## config.mk

```make
export PLATFORM = sky130hd
export DESIGN_NAME = lsb_red_stego_codec
export DESIGN_NICKNAME = d
export VERILOG_FILES = /design/src/hw/rtl/lrs_pkg.sv /design/src/hw/rtl/lsb_red_stego_codec.sv
export SDC_FILE = /design/constraint.sdc
export NUM_CORES = 1
export LEC_CHECK = 0
export BUFFER_PORTS_ARGS = -buffer_cell sky130_fd_sc_hd__buf_2
export CAP_MARGIN = 15
export CORE_MARGIN = 2
export CORE_UTILIZATION = 56
export DETAILED_ROUTE_END_ITERATION = 10
export HOLD_SLACK_MARGIN = 0.08
export MAX_ROUTING_LAYER = met4
export PLACE_DENSITY_LB_ADDON = 0.2
export SLEW_MARGIN = 5
export SYNTH_ARGS = -nofsm -noshare
export SYNTH_HDL_FRONTEND = slang
export SYNTH_SLANG_ARGS = --single-unit
```

## constraint.sdc

```tcl
create_clock -name clk_i -period 7.61 [get_ports clk_i]
set_clock_uncertainty 0.2 [all_clocks]
set_input_delay 0.761 -clock clk_i [delete_from_list [all_inputs] [get_ports clk_i]]
set_output_delay 0.761 -clock clk_i [all_outputs]
set_load 0.03 [all_outputs]
```

## src/hw/rtl/lrs_pkg.sv

```systemverilog
// lrs_pkg: shared constants for the red-lsb steganography codec
// used by lsb_red_stego_codec and its port checker; no dependencies
package lrs_pkg;

  // status codes reported with every item
  localparam logic [1:0] ST_WORKING  = 2'd0;
  localparam logic [1:0] ST_DONE     = 2'd1;
  localparam logic [1:0] ST_CAPACITY = 2'd2;
  localparam logic [1:0] ST_BAD_HDR  = 2'd3;

  // configuration register indexes
  localparam logic [1:0] CFG_MODE        = 2'd0;
  localparam logic [1:0] CFG_PIXEL_COUNT = 2'd1;
  localparam logic [1:0] CFG_PAYLOAD_LEN = 2'd2;

  localparam logic MODE_EMBED   = 1'b0;
  localparam logic MODE_EXTRACT = 1'b1;

  // pixels that carry the 32-bit length header
  localparam int unsigned HEADER_PIXELS = 32;
  localparam int unsigned REG_W         = 32;

endpackage

```

## src/hw/rtl/lsb_red_stego_codec.sv

```systemverilog
// lsb_red_stego_codec: hides or recovers a payload in the red lsb of a pixel stream
// depends on lrs_pkg
//
// Usage: one pixel per input item (start_of_image, red_in, payload_byte), one
// result item per pixel (red_out, data_byte, data_valid, data_last, status).
// Both channels are valid/ready. The configuration port (cfg_we_i, cfg_idx_i,
// cfg_wdata_i) sets mode, pixel_count and payload_length; write it while idle.
// In embed mode the first 32 pixels carry the length, lsb first, then each
// payload byte takes 8 pixels; an image too small is flagged as status 2 and
// passes unchanged. In extract mode the header is decoded, checked against
// pixel_count and the bytes are emitted with data_last on the final one.
// Each item passes through the input register, then the result register.
// Throughput: one pixel per cycle while out_ready_i stays high; the position counter
// and bit insert/extract are combinational, so pixels may follow back to back.
// Reset clears mode, counts and all codec state; the first pixel after reset
// counts as position 0 even without start_of_image.
// When the receiver stalls, the result register holds and the input register
// fills; in_ready_o drops only when both stages are occupied.
module lsb_red_stego_codec #(
  parameter int unsigned PIXEL_COUNT_WIDTH = 32
) (
  input  logic                            clk_i,
  input  logic                            rst_ni,
  input  logic                            cfg_we_i,
  input  logic [1:0]                      cfg_idx_i,
  input  logic [lrs_pkg::REG_W-1:0]       cfg_wdata_i,
  input  logic                            in_valid_i,
  output logic                            in_ready_o,
  input  logic                            start_of_image_i,
  input  logic [7:0]                      red_in_i,
  input  logic [7:0]                      payload_byte_i,
  output logic                            out_valid_o,
  input  logic                            out_ready_i,
  output logic [7:0]                      red_out_o,
  output logic [7:0]                      data_byte_o,
  output logic                            data_valid_o,
  output logic                            data_last_o,
  output logic [1:0]                      status_o
);
  import lrs_pkg::*;

  localparam int unsigned PW   = PIXEL_COUNT_WIDTH + 4;
  localparam int unsigned CW   = (PW > 36) ? PW : 36;
  localparam int unsigned PCSW = (PIXEL_COUNT_WIDTH < REG_W) ? PIXEL_COUNT_WIDTH : REG_W;
  localparam logic [PW-1:0] POS_MAX = {PW{1'b1}};

  // configuration
  logic             mode_q;
  logic [PCSW-1:0]  pix_cnt_q;
  logic [31:0]      pay_len_q;

  // input register
  logic       s1_valid_q;
  logic       s1_sof_q;
  logic [7:0] s1_red_q;
  logic [7:0] s1_pay_q;

  // codec state
  logic [PW-1:0] pos_q, pos_d;
  logic [31:0]   len_q, len_d;
  logic [7:0]    bs_q, bs_d;
  logic [1:0]    st_q, st_d;

  // result register
  logic       out_valid_q;
  logic [7:0] red_out_q, red_out_d;
  logic [7:0] dbyte_q, dbyte_d;
  logic       dvalid_q, dvalid_d;
  logic       dlast_q, dlast_d;

  logic s2_ready, advance;

  assign s2_ready   = !out_valid_q || out_ready_i;
  assign advance    = s1_valid_q && s2_ready;
  assign in_ready_o = !s1_valid_q || s2_ready;

  always_ff @(posedge clk_i or negedge rst_ni) begin
    if (!rst_ni) begin
      mode_q    <= MODE_EMBED;
      pix_cnt_q <= '0;
      pay_len_q <= '0;
    end else if (cfg_we_i) begin
      case (cfg_idx_i)
        CFG_MODE:        mode_q    <= cfg_wdata_i[0];
        CFG_PIXEL_COUNT: pix_cnt_q <= cfg_wdata_i[PCSW-1:0];
        CFG_PAYLOAD_LEN: pay_len_q <= cfg_wdata_i;
        default: ;
      endcase
    end
  end

  always_ff @(posedge clk_i or negedge rst_ni) begin
    if (!rst_ni) begin
      s1_valid_q <= 1'b0;
    end else if (in_ready_o) begin
      s1_valid_q <= in_valid_i;
    end
  end

  always_ff @(posedge clk_i) begin
    if (in_ready_o && in_valid_i) begin
      s1_sof_q <= start_of_image_i;
      s1_red_q <= red_in_i;
      s1_pay_q <= payload_byte_i;
    end
  end

  always_comb begin
    logic [PW-1:0] p;
    logic [CW-1:0] p_c, end_c, pc_c, need_c;
    logic [CW:0]   p1;
    logic          bit_v, in_hdr, last_pix;

    pos_d     = s1_sof_q ? '0 : pos_q;
    len_d     = s1_sof_q ? '0 : len_q;
    bs_d      = s1_sof_q ? '0 : bs_q;
    st_d      = s1_sof_q ? ST_WORKING : st_q;
    p         = pos_d;
    red_out_d = s1_red_q;
    dbyte_d   = '0;
    dvalid_d  = 1'b0;
    dlast_d   = 1'b0;
    bit_v     = s1_red_q[0];
    end_c     = '0;
    last_pix  = 1'b0;
    p_c       = CW'(p);
    p1        = {1'b0, p_c} + (CW+1)'(1);
    pc_c      = CW'(pix_cnt_q);
    in_hdr    = (p < PW'(HEADER_PIXELS));
    need_c    = CW'(({4'b0, pay_len_q} + 36'd4) << 3);

    if (mode_q == MODE_EMBED) begin
      if (p == '0 && st_d == ST_WORKING) begin
        len_d = pay_len_q;
        if (pc_c < need_c) st_d = ST_CAPACITY;
      end
      end_c    = CW'({len_d, 3'b000}) + CW'(HEADER_PIXELS);
      last_pix = (p1 >= {1'b0, end_c});
      if (st_d == ST_WORKING) begin
        if (in_hdr) begin
          bit_v = len_d[p[4:0]];
        end else if (p_c < end_c) begin
          if (p[2:0] == 3'd0) bs_d = s1_pay_q;
          bit_v = bs_d[0];
          bs_d  = {1'b0, bs_d[7:1]};
        end
        red_out_d = {s1_red_q[7:1], bit_v};
        if (last_pix) st_d = ST_DONE;
      end
    end else if (st_d == ST_WORKING) begin
      if (in_hdr) begin
        len_d = len_d | (32'(bit_v) << p[4:0]);
        if (p[4:0] == 5'd31) begin
          if ((CW'({len_d, 3'b000}) + CW'(HEADER_PIXELS)) > pc_c) st_d = ST_BAD_HDR;
          else if (len_d == '0) st_d = ST_DONE;
        end
      end else begin
        end_c = CW'({len_d, 3'b000}) + CW'(HEADER_PIXELS);
        bs_d  = {bit_v, bs_d[7:1]};
        if (p[2:0] == 3'd7) begin
          dbyte_d  = bs_d;
          dvalid_d = 1'b1;
          if (p1 >= {1'b0, end_c}) begin
            dlast_d = 1'b1;
            st_d    = ST_DONE;
          end
        end
      end
    end

    if (pos_d < POS_MAX) pos_d = pos_d + PW'(1);
  end

  always_ff @(posedge clk_i or negedge rst_ni) begin
    if (!rst_ni) begin
      pos_q       <= '0;
      len_q       <= '0;
      bs_q        <= '0;
      st_q        <= ST_WORKING;
      out_valid_q <= 1'b0;
    end else begin
      if (s2_ready) out_valid_q <= s1_valid_q;
      if (advance) begin
        pos_q <= pos_d;
        len_q <= len_d;
        bs_q  <= bs_d;
        st_q  <= st_d;
      end
    end
  end

  always_ff @(posedge clk_i) begin
    if (advance) begin
      red_out_q <= red_out_d;
      dbyte_q   <= dbyte_d;
      dvalid_q  <= dvalid_d;
      dlast_q   <= dlast_d;
    end
  end

  // status is the state register itself, which only changes with the result
  assign out_valid_o  = out_valid_q;
  assign red_out_o    = red_out_q;
  assign data_byte_o  = dbyte_q;
  assign data_valid_o = dvalid_q;
  assign data_last_o  = dlast_q;
  assign status_o     = st_q;

endmodule

```

Yosys cells after proc, flatten, opt, wreduce, memory -nomap -nowiden
Index checks and enable logic that the tools add are counted.
{"block": "totals", "regBits": 180, "in_bits": 56}
{"block": "classes", "mux": 38, "n_eq_ne": 4, "n_addsub": 6, "order_cmp": 8, "n_bitwise": 4, "n_reduce_logical": 18, "shifts": 1}
{"op": "32-bit 2-to-1 mux", "count": 6}
{"op": "35-bit by 6-bit adder with 36-bit output (second input constant)", "count": 3}
{"op": "37-bit by 36-bit >= comparator with 1-bit output", "count": 2}
{"op": "36-bit 2-to-1 mux", "count": 2}
{"op": "8-bit 2-to-1 mux", "count": 8}
{"op": "36-bit by 1-bit adder with 37-bit output (second input constant)", "count": 1}
{"op": "36-bit by 1-bit adder with 36-bit output (second input constant)", "count": 1}
{"op": "36-bit by 32-bit greater-than comparator with 1-bit output", "count": 1}
{"op": "36-bit logical NOT", "count": 1}
{"op": "32-bit by 36-bit less-than comparator with 1-bit output", "count": 1}
{"op": "36-bit less-than comparator", "count": 1}
{"op": "36-bit less-than comparator (second input constant)", "count": 1}
{"op": "36-bit by 6-bit less-than comparator with 1-bit output (second input constant)", "count": 1}
{"op": "32-bit by 3-bit adder with 33-bit output (second input constant)", "count": 1}
{"op": "32-bit logical NOT", "count": 1}
{"op": "32-bit bitwise OR", "count": 1}
{"op": "1-bit by 5-bit left shift with 32-bit output", "count": 1}
{"op": "2-bit 2-to-1 mux", "count": 14}
{"op": "1-bit 2-to-1 mux", "count": 7}
{"op": "2-bit logical NOT", "count": 3}
{"op": "5-bit by 6-bit less-than comparator with 1-bit output (second input constant)", "count": 1}
{"op": "2-bit AND reduction", "count": 3}
{"op": "1-bit binary-select mux with 5-bit select", "count": 1}
{"op": "5-bit equality test (second input constant)", "count": 1}
{"op": "other kinds (10)", "count": 16}

Depth between registers and ports, before layout
Gate-level depths: netlist (run 1).
{"block": "depth", "word_depth": 11, "depth_mapped": 28}

Least setup slack after synthesis (run 1)
OpenSTA, ideal clock, no wires.
{"block": "synth_path", "path_type": "register -> register", "start": "register pos_q[9]", "end": "register red_out_q[0] (netlist: red_out_o[0]) (data pin)", "t_required_ns": 7.152, "path_slack_ns": 1.606, "arrival_time_ns": 5.547, "setup_ns": 0.258, "synth_period_minus_slack_ns": 6.004, "path_stages_with_launch": 27, "cell_sequence": "dfrtp_1 buf_2 nor4_4 nand4_2 o21a_1 buf_6 nor2_1 clkbuf_1 o21ai_0 ha_1 a21boi_0 nand2b_1 xnor2_1 nor2_1 a21oi_1 ha_1 a21o_1 a21oi_1 nor3_1 o311a_1 a2111oi_0 o31ai_1 maj3_2 maj3_2 a31oi_4 a31oi_1 a2bb2oi_1"}
{"block": "synth_via", "elab_chain_len": 11, "elab_cells_between_ends": 17, "cone_classes": "1 x add/sub; 2 x order compare; 11 x mux; 3 x reduce/logical"}
{"item": "start: declaration", "line": "lsb_red_stego_codec.sv:59", "source": "logic [PW-1:0] pos_q, pos_d;"}
{"item": "start signal: assignment", "line": "lsb_red_stego_codec.sv:184", "source": "pos_q <= pos_d;"}
{"item": "36-bit 2-to-1 mux *", "line": "lsb_red_stego_codec.sv:114", "source": "pos_d = s1_sof_q ? '0 : pos_q;"}
{"item": "36-bit logical NOT", "line": "lsb_red_stego_codec.sv:133", "source": "if (p == '0 && st_d == ST_WORKING) begin"}
{"item": "1-bit logical AND", "line": "lsb_red_stego_codec.sv:133"}
{"item": "32-bit 2-to-1 mux", "line": "lsb_red_stego_codec.sv:133"}
{"item": "32-bit 2-to-1 mux", "line": "lsb_red_stego_codec.sv:132", "source": "if (mode_q == MODE_EMBED) begin"}
{"item": "35-bit by 6-bit adder with 36-bit output", "line": "lsb_red_stego_codec.sv:137", "source": "end_c = CW'({len_d, 3'b000}) + CW'(HEADER_PIXELS);"}
{"item": "36-bit less-than comparator", "line": "lsb_red_stego_codec.sv:142", "source": "end else if (p_c < end_c) begin"}
{"item": "1-bit 2-to-1 mux", "line": "lsb_red_stego_codec.sv:142"}
{"item": "1-bit 2-to-1 mux", "line": "lsb_red_stego_codec.sv:140", "source": "if (in_hdr) begin"}
{"item": "1-bit 2-to-1 mux *", "line": "lsb_red_stego_codec.sv:139", "source": "if (st_d == ST_WORKING) begin"}
{"item": "1-bit 2-to-1 mux *", "line": "lsb_red_stego_codec.sv:132"}
{"item": "named net red_out_d[0]", "line": "lsb_red_stego_codec.sv:66", "source": "logic [7:0] red_out_q, red_out_d;"}
{"item": "end signal: assignment", "line": "lsb_red_stego_codec.sv:194", "source": "red_out_q <= red_out_d;"}
{"item": "end: declaration", "line": "lsb_red_stego_codec.sv:66"}
Mark *: on every way through the listed nets, which the timed path passes. The rest lies on a longest branch. The select of a mux whose other input is x is not followed.
A chain may end at the register's enable or synchronous reset.

Worst setup path in the final report (run 1)
{"block": "layout_path", "start": "register pos_q[2]", "end": "register bs_q[0]"}
{"block": "layout_via", "elab_chain_len": 11, "elab_cells_between_ends": 19, "cone_classes": "1 x add/sub; 2 x order compare; 12 x mux; 4 x reduce/logical"}
{"item": "36-bit 2-to-1 mux *", "line": "lsb_red_stego_codec.sv:114"}
{"item": "36-bit logical NOT", "line": "lsb_red_stego_codec.sv:133"}
{"item": "1-bit logical AND", "line": "lsb_red_stego_codec.sv:133"}
{"item": "32-bit 2-to-1 mux", "line": "lsb_red_stego_codec.sv:133"}
{"item": "32-bit 2-to-1 mux", "line": "lsb_red_stego_codec.sv:132"}
{"item": "35-bit by 6-bit adder with 36-bit output", "line": "lsb_red_stego_codec.sv:137"}
{"item": "36-bit less-than comparator", "line": "lsb_red_stego_codec.sv:142"}
{"item": "8-bit 2-to-1 mux", "line": "lsb_red_stego_codec.sv:142"}
{"item": "8-bit 2-to-1 mux", "line": "lsb_red_stego_codec.sv:140"}
{"item": "8-bit 2-to-1 mux", "line": "lsb_red_stego_codec.sv:139"}
{"item": "8-bit 2-to-1 mux *", "line": "lsb_red_stego_codec.sv:132"}
{"item": "end signal: assignment", "line": "lsb_red_stego_codec.sv:186", "source": "bs_q <= bs_d;"}
{"item": "end: declaration", "line": "lsb_red_stego_codec.sv:61", "source": "logic [7:0] bs_q, bs_d;"}
Every way passes the cells marked *; elsewhere a longest branch is shown, timed or not. The select of a mux whose other input is x is not followed.

==> flow_summary.yaml, run 1 <==
worst_setup_path:
  cp-start-kind: "register"
  worstSetupPathType: "reg2reg"
  critPathLaunch: "pos_q[2]"
  arrival_ps: 7160
  r2r-start: "pos_q[2]"
  crit_slowest_cell: "a21boi_0"
  ff2ff_path_depth: 24
  path_delay_family: "compound AO/OA/AOI/OAI gates"
  crit_end: "bs_q[0]"
  cp_num_cells: 24
  r2r_slack_ps: 580
  critPathMaxStageDelay_ps: 540
  cp_max_fo: 14
  r2r_end: "bs_q[0]"
  required_ps: 7740
  cp-end-kind: "register"
  crit_chain: "nor3_4 -> or2_2 -> and3_1 -> buf_4 -> nand3_1 -> o21ai_0 -> ha_1 -> a21boi_0 -> nand2b_1 -> xnor2_1 -> nor2_1 -> a21oi_1 -> ha_1 -> a21o_1 -> a21oi_1 -> nor3_1 -> o311a_1 -> a2111oi_0 -> o31ai_1 -> maj3_2 -> maj3_2 -> a31oi_4 -> or3_1 -> o211ai_2"
  critical_path_buf_inv_count: 1
grt:
  grt_first_pass_wirelength_um: 84700
  met3_usage_pct: 5.21
  grt.overflow.total: 0
  met1_usage_pct: 52.5
  grt_pass1_vias: 14180
  use_met2_pct: 55.9
  antenna_found_initial: 0
  grt_max_degree: 88
  busiest_layer: "met2"
  grt_util_all_layers_pct: 37.9
die:
  die_w_um: 173
  boundaryPins: 78
  die_area_um2: 30000
  core_um2: 27900
  start_util_pct: 57.3
  die_y_um: 173
  rows: 61
cells_and_area:
  final_util_pct: 62.0
  area.sequential_um2: 4680
  multi_input_area_um2: 10700
  num-fill-cells: 2481
  drive_above_1_share_pct: 14.5
  antenna_cells: 0
  syn2layout_area_growth_pct: 8.20
  fin_cells: 2259
  nNetsFinal: 2081
yosys:
  netlist_instances: 1829
  async_flop_share_pct: 80.6
  synth.net_count: 2042
  synthDistinctLibCells: 102
  ys_seq_area_share_pct: 29.2
  syn_area_um2: 16000
  synth-edff-count: 35
  avgSynthCellArea_um2: 8.75
  ys.flop_type: "dfrtp_1"
  synth-seq-cells: 180
  yosysWarnings: 0
clocking:
  postCtsHoldBufs: 0
  cts_buffers: 17
  postCtsSetupRepairBufs: 0
  worst_skew_pair.late_latency_ps: 470
  clock_sinks: 180
  cts_resized: 0
  clk_pin_slew_ps: 80
  cts_max_level: 4
  clockRootBuffer: "clkbuf_16"
  cts_tree: "yes"
  clock_path_buffers: 2
timing:
  finalSetupTns_ps: 0
  relSlewSlack_pct: 34.0
  tightest_slew_ps: 987
  max_freq_ghz: 0.142
  final_hold_viol_count: 0
  period_share_pct: 92.4
  setup_viol: 0
  min_period_ps: 7030
  slew_violations: 0
  rsz0062_at_grt: "no"
drt:
  drc: 0
  wl_um: 54800
  wl_per_cell_um: 24.2
  drt_iter0_drc: 1547
  via_count: 14779
  routed_via_density: 6.54
  antenna_left: 0
  drtPass1Iterations: 5
min_path:
  hp-class: "in2async"
placed_design:
  dp_cells: 2227
  routabilityCongestion: 1.04
  io_buffers: 77
  place_hpwl_um: 42000
pwr:
  power.leakage_nw: 7.49
  ir_worst_vdd_v: 0.000254
  pwr_density_cell_nw_per_um2: 257
run:
  max_cap_viol_count: 0
outcome:
  status: "completed"
==> per-stage QoR <==
stage / power [W] / setup WS (ps) / hold WS (ps) / area [um2]
2_1_floorplan: 0.00282 / 1610 / 200 / 16000
3_3_place_gp: 0.00343 / 947 / 201 / 16700
3_5_place_dp: 0.00348 / 749 / 205 / 16700
4_1_cts: 0.00440 / 703 / 192 / 17300
5_1_grt: 0.00471 / 293 / 225 / 17300
6_report: 0.00446 / 580 / 163 / 17300
==> where the power goes <==
part / switching [W] / internal (W)
registers: 0.000301 / 0.00117
clock network: 0.000424 / 0.000493
logic: 0.00127 / 0.000798
total: 0.00199 / 0.00246
==> layout make-up <==
class	count	share of cell area, %
Clock buffer	20	2.76
Clock inverter	12	0.672
Inverter	69	1.50
Multi-Input combinational cell	1491	61.7
Sequential cell	180	27.0
Tap cell	378	2.73
Timing Repair Buffer	109	3.65
==> logic make-up after synthesis <==
kind of cell / share of synthesized area [%]
adders and majority gates: 12.5
AOI/OAI and AO/OA: 18.0
and+or+nand+nor: 22.3
xor gates and xnor gates: 7.48
muxes: 6.43
buffers and inverters: 4.15
DFF: 29.2
==> worst min path at each step <==
stage | from | endpoint | slack, ps | cells past startpoint
3_5_place_dp | s1_red_q[3] | red_out_o[3] | 210 | 0
3_3_place_gp | s1_red_q[6] | red_out_o[6] | 200 | 0
4_1_cts | rst_ni | pos_q[10] | 190 | 1
6_report | rst_ni | bs_q[5] | 160 | 1
2_1_floorplan | s1_red_q[1] | red_out_o[1] | 200 | 0
5_1_grt | rst_ni | bs_q[5] | 230 | 1
==> cells in the final DEF (no fill, tap or decap), types with 6 or more instances in the layout <==
cell type,count
o22a_1,25
a211oi_1,7
nand4_1,45
a221oi_1,8
nand3_1,58
xnor2_1,75
and2_1,13
ha_1,157
buf_2,76
dfrtp_1,145
and3_1,24
nor2_1,125
a31oi_1,24
nand2_1,199
and4_1,9
edfxtp_1,35
a21oi_1,107
nand2b_1,20
nor3_1,45
a22oi_1,7
o22ai_1,12
mux2_2,72
o31ai_1,6
nor4_1,15
nor2b_1,67
xor2_1,58
inv_1,65
a21o_1,44
clkbuf_16,18
buf_4,32
mux2i_1,16
or3_1,9
o21ai_0,96
o211ai_1,12
==> cell usage after synthesis (all sizes together), types with 59 or more instances <==
cell type	n	share of area, %
a21oi	108	3.4
ha	157	12
mux2	72	5.1
dfrtp	145	23
nor2b	67	2.6
nand2	203	4.9
xnor2	77	4.3
clkbuf	63	1.5
inv	67	1.6
nor2	126	3.0
nand3	59	1.9
o21ai	102	3.3
==> state kept, by name, summed over array words and instances, names as in the netlist, 32 cells and up <==
name / flops
pos_q: 36
len_q: 32
pay_len_q: 32
pix_cnt_q: 32
==> metal layers <==
layer	wire length [um]	vias to the layer above	share of wire (%)
met5	0	-	0
met4	2180	0	4.0
met2	24100	745	44
met1	23700	7133	43
li1	-	6774	-
met3	4810	127	8.8
Power figures use the tool's default switching activity.
==> run 2: changes to the inputs <==
--- a/config.mk
+++ b/config.mk
@@ -7,12 +7,13 @@
 export LEC_CHECK = 0
 export BUFFER_PORTS_ARGS = -buffer_cell sky130_fd_sc_hd__buf_2
 export CAP_MARGIN = 15
-export CORE_MARGIN = 2
+export CORE_MARGIN = 8
 export CORE_UTILIZATION = 56
 export DETAILED_ROUTE_END_ITERATION = 10
 export HOLD_SLACK_MARGIN = 0.08
 export MAX_ROUTING_LAYER = met4
 export PLACE_DENSITY_LB_ADDON = 0.2
+export SKIP_CTS_REPAIR_TIMING = 1
 export SLEW_MARGIN = 5
 export SYNTH_ARGS = -nofsm -noshare
 export SYNTH_HDL_FRONTEND = slang
==> flow_summary.yaml, run 2 (synthesis results as in run 1) <==
outcome:
  status: "completed"
clocking:
  clockRootBuffer: "clkbuf_16"
  cts_max_level: 4
  worst_skew_pair.late_latency_ps: 470
  cts_buffers: 17
  clock_path_buffers: 2
  clock_sinks: 180
  clk_pin_slew_ps: 70
  cts_tree: "yes"
drt:
  via_count: 14780
  drtPass1Iterations: 6
  routed_via_density: 6.53
  wl_per_cell_um: 24.3
  drc: 0
  antenna_left: 0
  wl_um: 54900
  drt_iter0_drc: 1648
die:
  boundaryPins: 78
  die_y_um: 185
  die_w_um: 185
  core_um2: 28400
  die_area_um2: 34300
  rows: 62
  start_util_pct: 56.4
worst_setup_path:
  ff2ff_path_depth: 23
  r2r_end: "bs_q[0]"
  critPathLaunch: "pos_q[24]"
  worstSetupPathType: "reg2reg"
  cp-start-kind: "register"
  cp_max_fo: 15
  arrival_ps: 7380
  required_ps: 7740
  r2r_slack_ps: 360
  cp-end-kind: "register"
  r2r-start: "pos_q[24]"
cells_and_area:
  final_cell_mix: "nand2_1, ha_1, dfrtp_1"
  top_register: "pos_q"
  nNetsFinal: 2079
  antenna_cells: 0
  final_common_cell: "nand2_1"
  syn2layout_area_growth_pct: 8.19
  fin_cells: 2263
  drive_above_1_share_pct: 14.3
  largest_register_ffs: 36
timing:
  final_hold_viol_count: 0
  setup_viol: 0
  finalSetupTns_ps: 0
  slew_violations: 0
  tightest_slew_ps: 958
  max_freq_ghz: 0.138
  relSlewSlack_pct: 36.1
  min_period_ps: 7250
  period_share_pct: 95.2
  rsz0062_at_grt: "no"
grt:
  grt.overflow.total: 0
  antenna_found_initial: 0
  grt_max_degree: 79
  grt_util_all_layers_pct: 33.6
  grt_pass1_vias: 14455
  grt_first_pass_wirelength_um: 85300
placed_design:
  io_buffers: 77
  place_hpwl_um: 42600
  dp_cells: 2231
  routabilityCongestion: 1.02
min_path:
  hp-class: "in2async"
pwr:
  pwr_density_cell_nw_per_um2: 258
  ir_worst_vdd_v: 0.000253
  power.leakage_nw: 7.48
run:
  max_cap_viol_count: 0
-- run 2: how the worst max path moves through the flow --
stage | to | cells past startpoint
after floorplan | red_out_o[0] | 26
after global placement | bs_q[0] | 23
after detailed placement | bs_q[0] | 23
after CTS | bs_q[0] | 23
after global routing | bs_q[1] | 23
final | bs_q[0] | 23
-- run 2: per-stage QoR --
stage / util [%] / setup slack (ps) / total power [W] / hold slack, ps / instance area [um2]
5_1_grt: 61.0 / 52.2 / 0.00472 / 166 / 17300
6_report: 61.0 / 364 / 0.00447 / 96.5 / 17300
4_1_cts: 61.0 / 525 / 0.00442 / 161 / 17300
3_5_place_dp: 58.9 / 553 / 0.00347 / 207 / 16700
2_1_floorplan: - / 1610 / 0.00282 / 200 / 16000
3_3_place_gp: 58.9 / 812 / 0.00342 / 201 / 16700
-- run 2: worst max-delay path, stage by stage, from the launching register on --
cell,delay (ps)
dfrtp_1,430
nor4_1,420
nand4_1,450
o21ai_2,470
nand2_4,220
mux2_2,300
ha_1,270
a21boi_0,500
nand2b_1,140
xnor2_1,160
nor2_1,50
a21oi_1,320
ha_1,320
a21o_1,170
a21oi_1,130
nor3_1,70
o311a_1,280
a2111oi_0,390
o31ai_1,160
maj3_2,330
maj3_2,330
a31oi_4,390
or3_1,480
o211ai_2,140
-- run 2: power by group --
group	switching, W	leakage (nW)	total, W	internal [W]
logic	0.00127	5.08	0.00207	0.000798
clock network	0.000423	0.297	0.000944	0.000521
registers	0.000285	2.11	0.00146	0.00117
total	0.00198	7.48	0.00447	0.00249
-- run 2: layout make-up --
class,count,area [um2]
Fill cell,2559,11100
Multi-Input combinational cell,1491,10700
Sequential cell,180,4680
Timing Repair Buffer,107,617
Tap cell,384,480
Clock buffer,18,429
Inverter,69,259
Clock inverter,14,171
-- run 2: routing by layer --
layer / global-route usage, % / up-vias / wire, um
met5: - / - / 0
met4: 13.7 / 0 / 2140
met3: 5.04 / 114 / 4320
met2: 51.0 / 681 / 24700
met1: 44.6 / 7233 / 23800
li1: - / 6752 / -
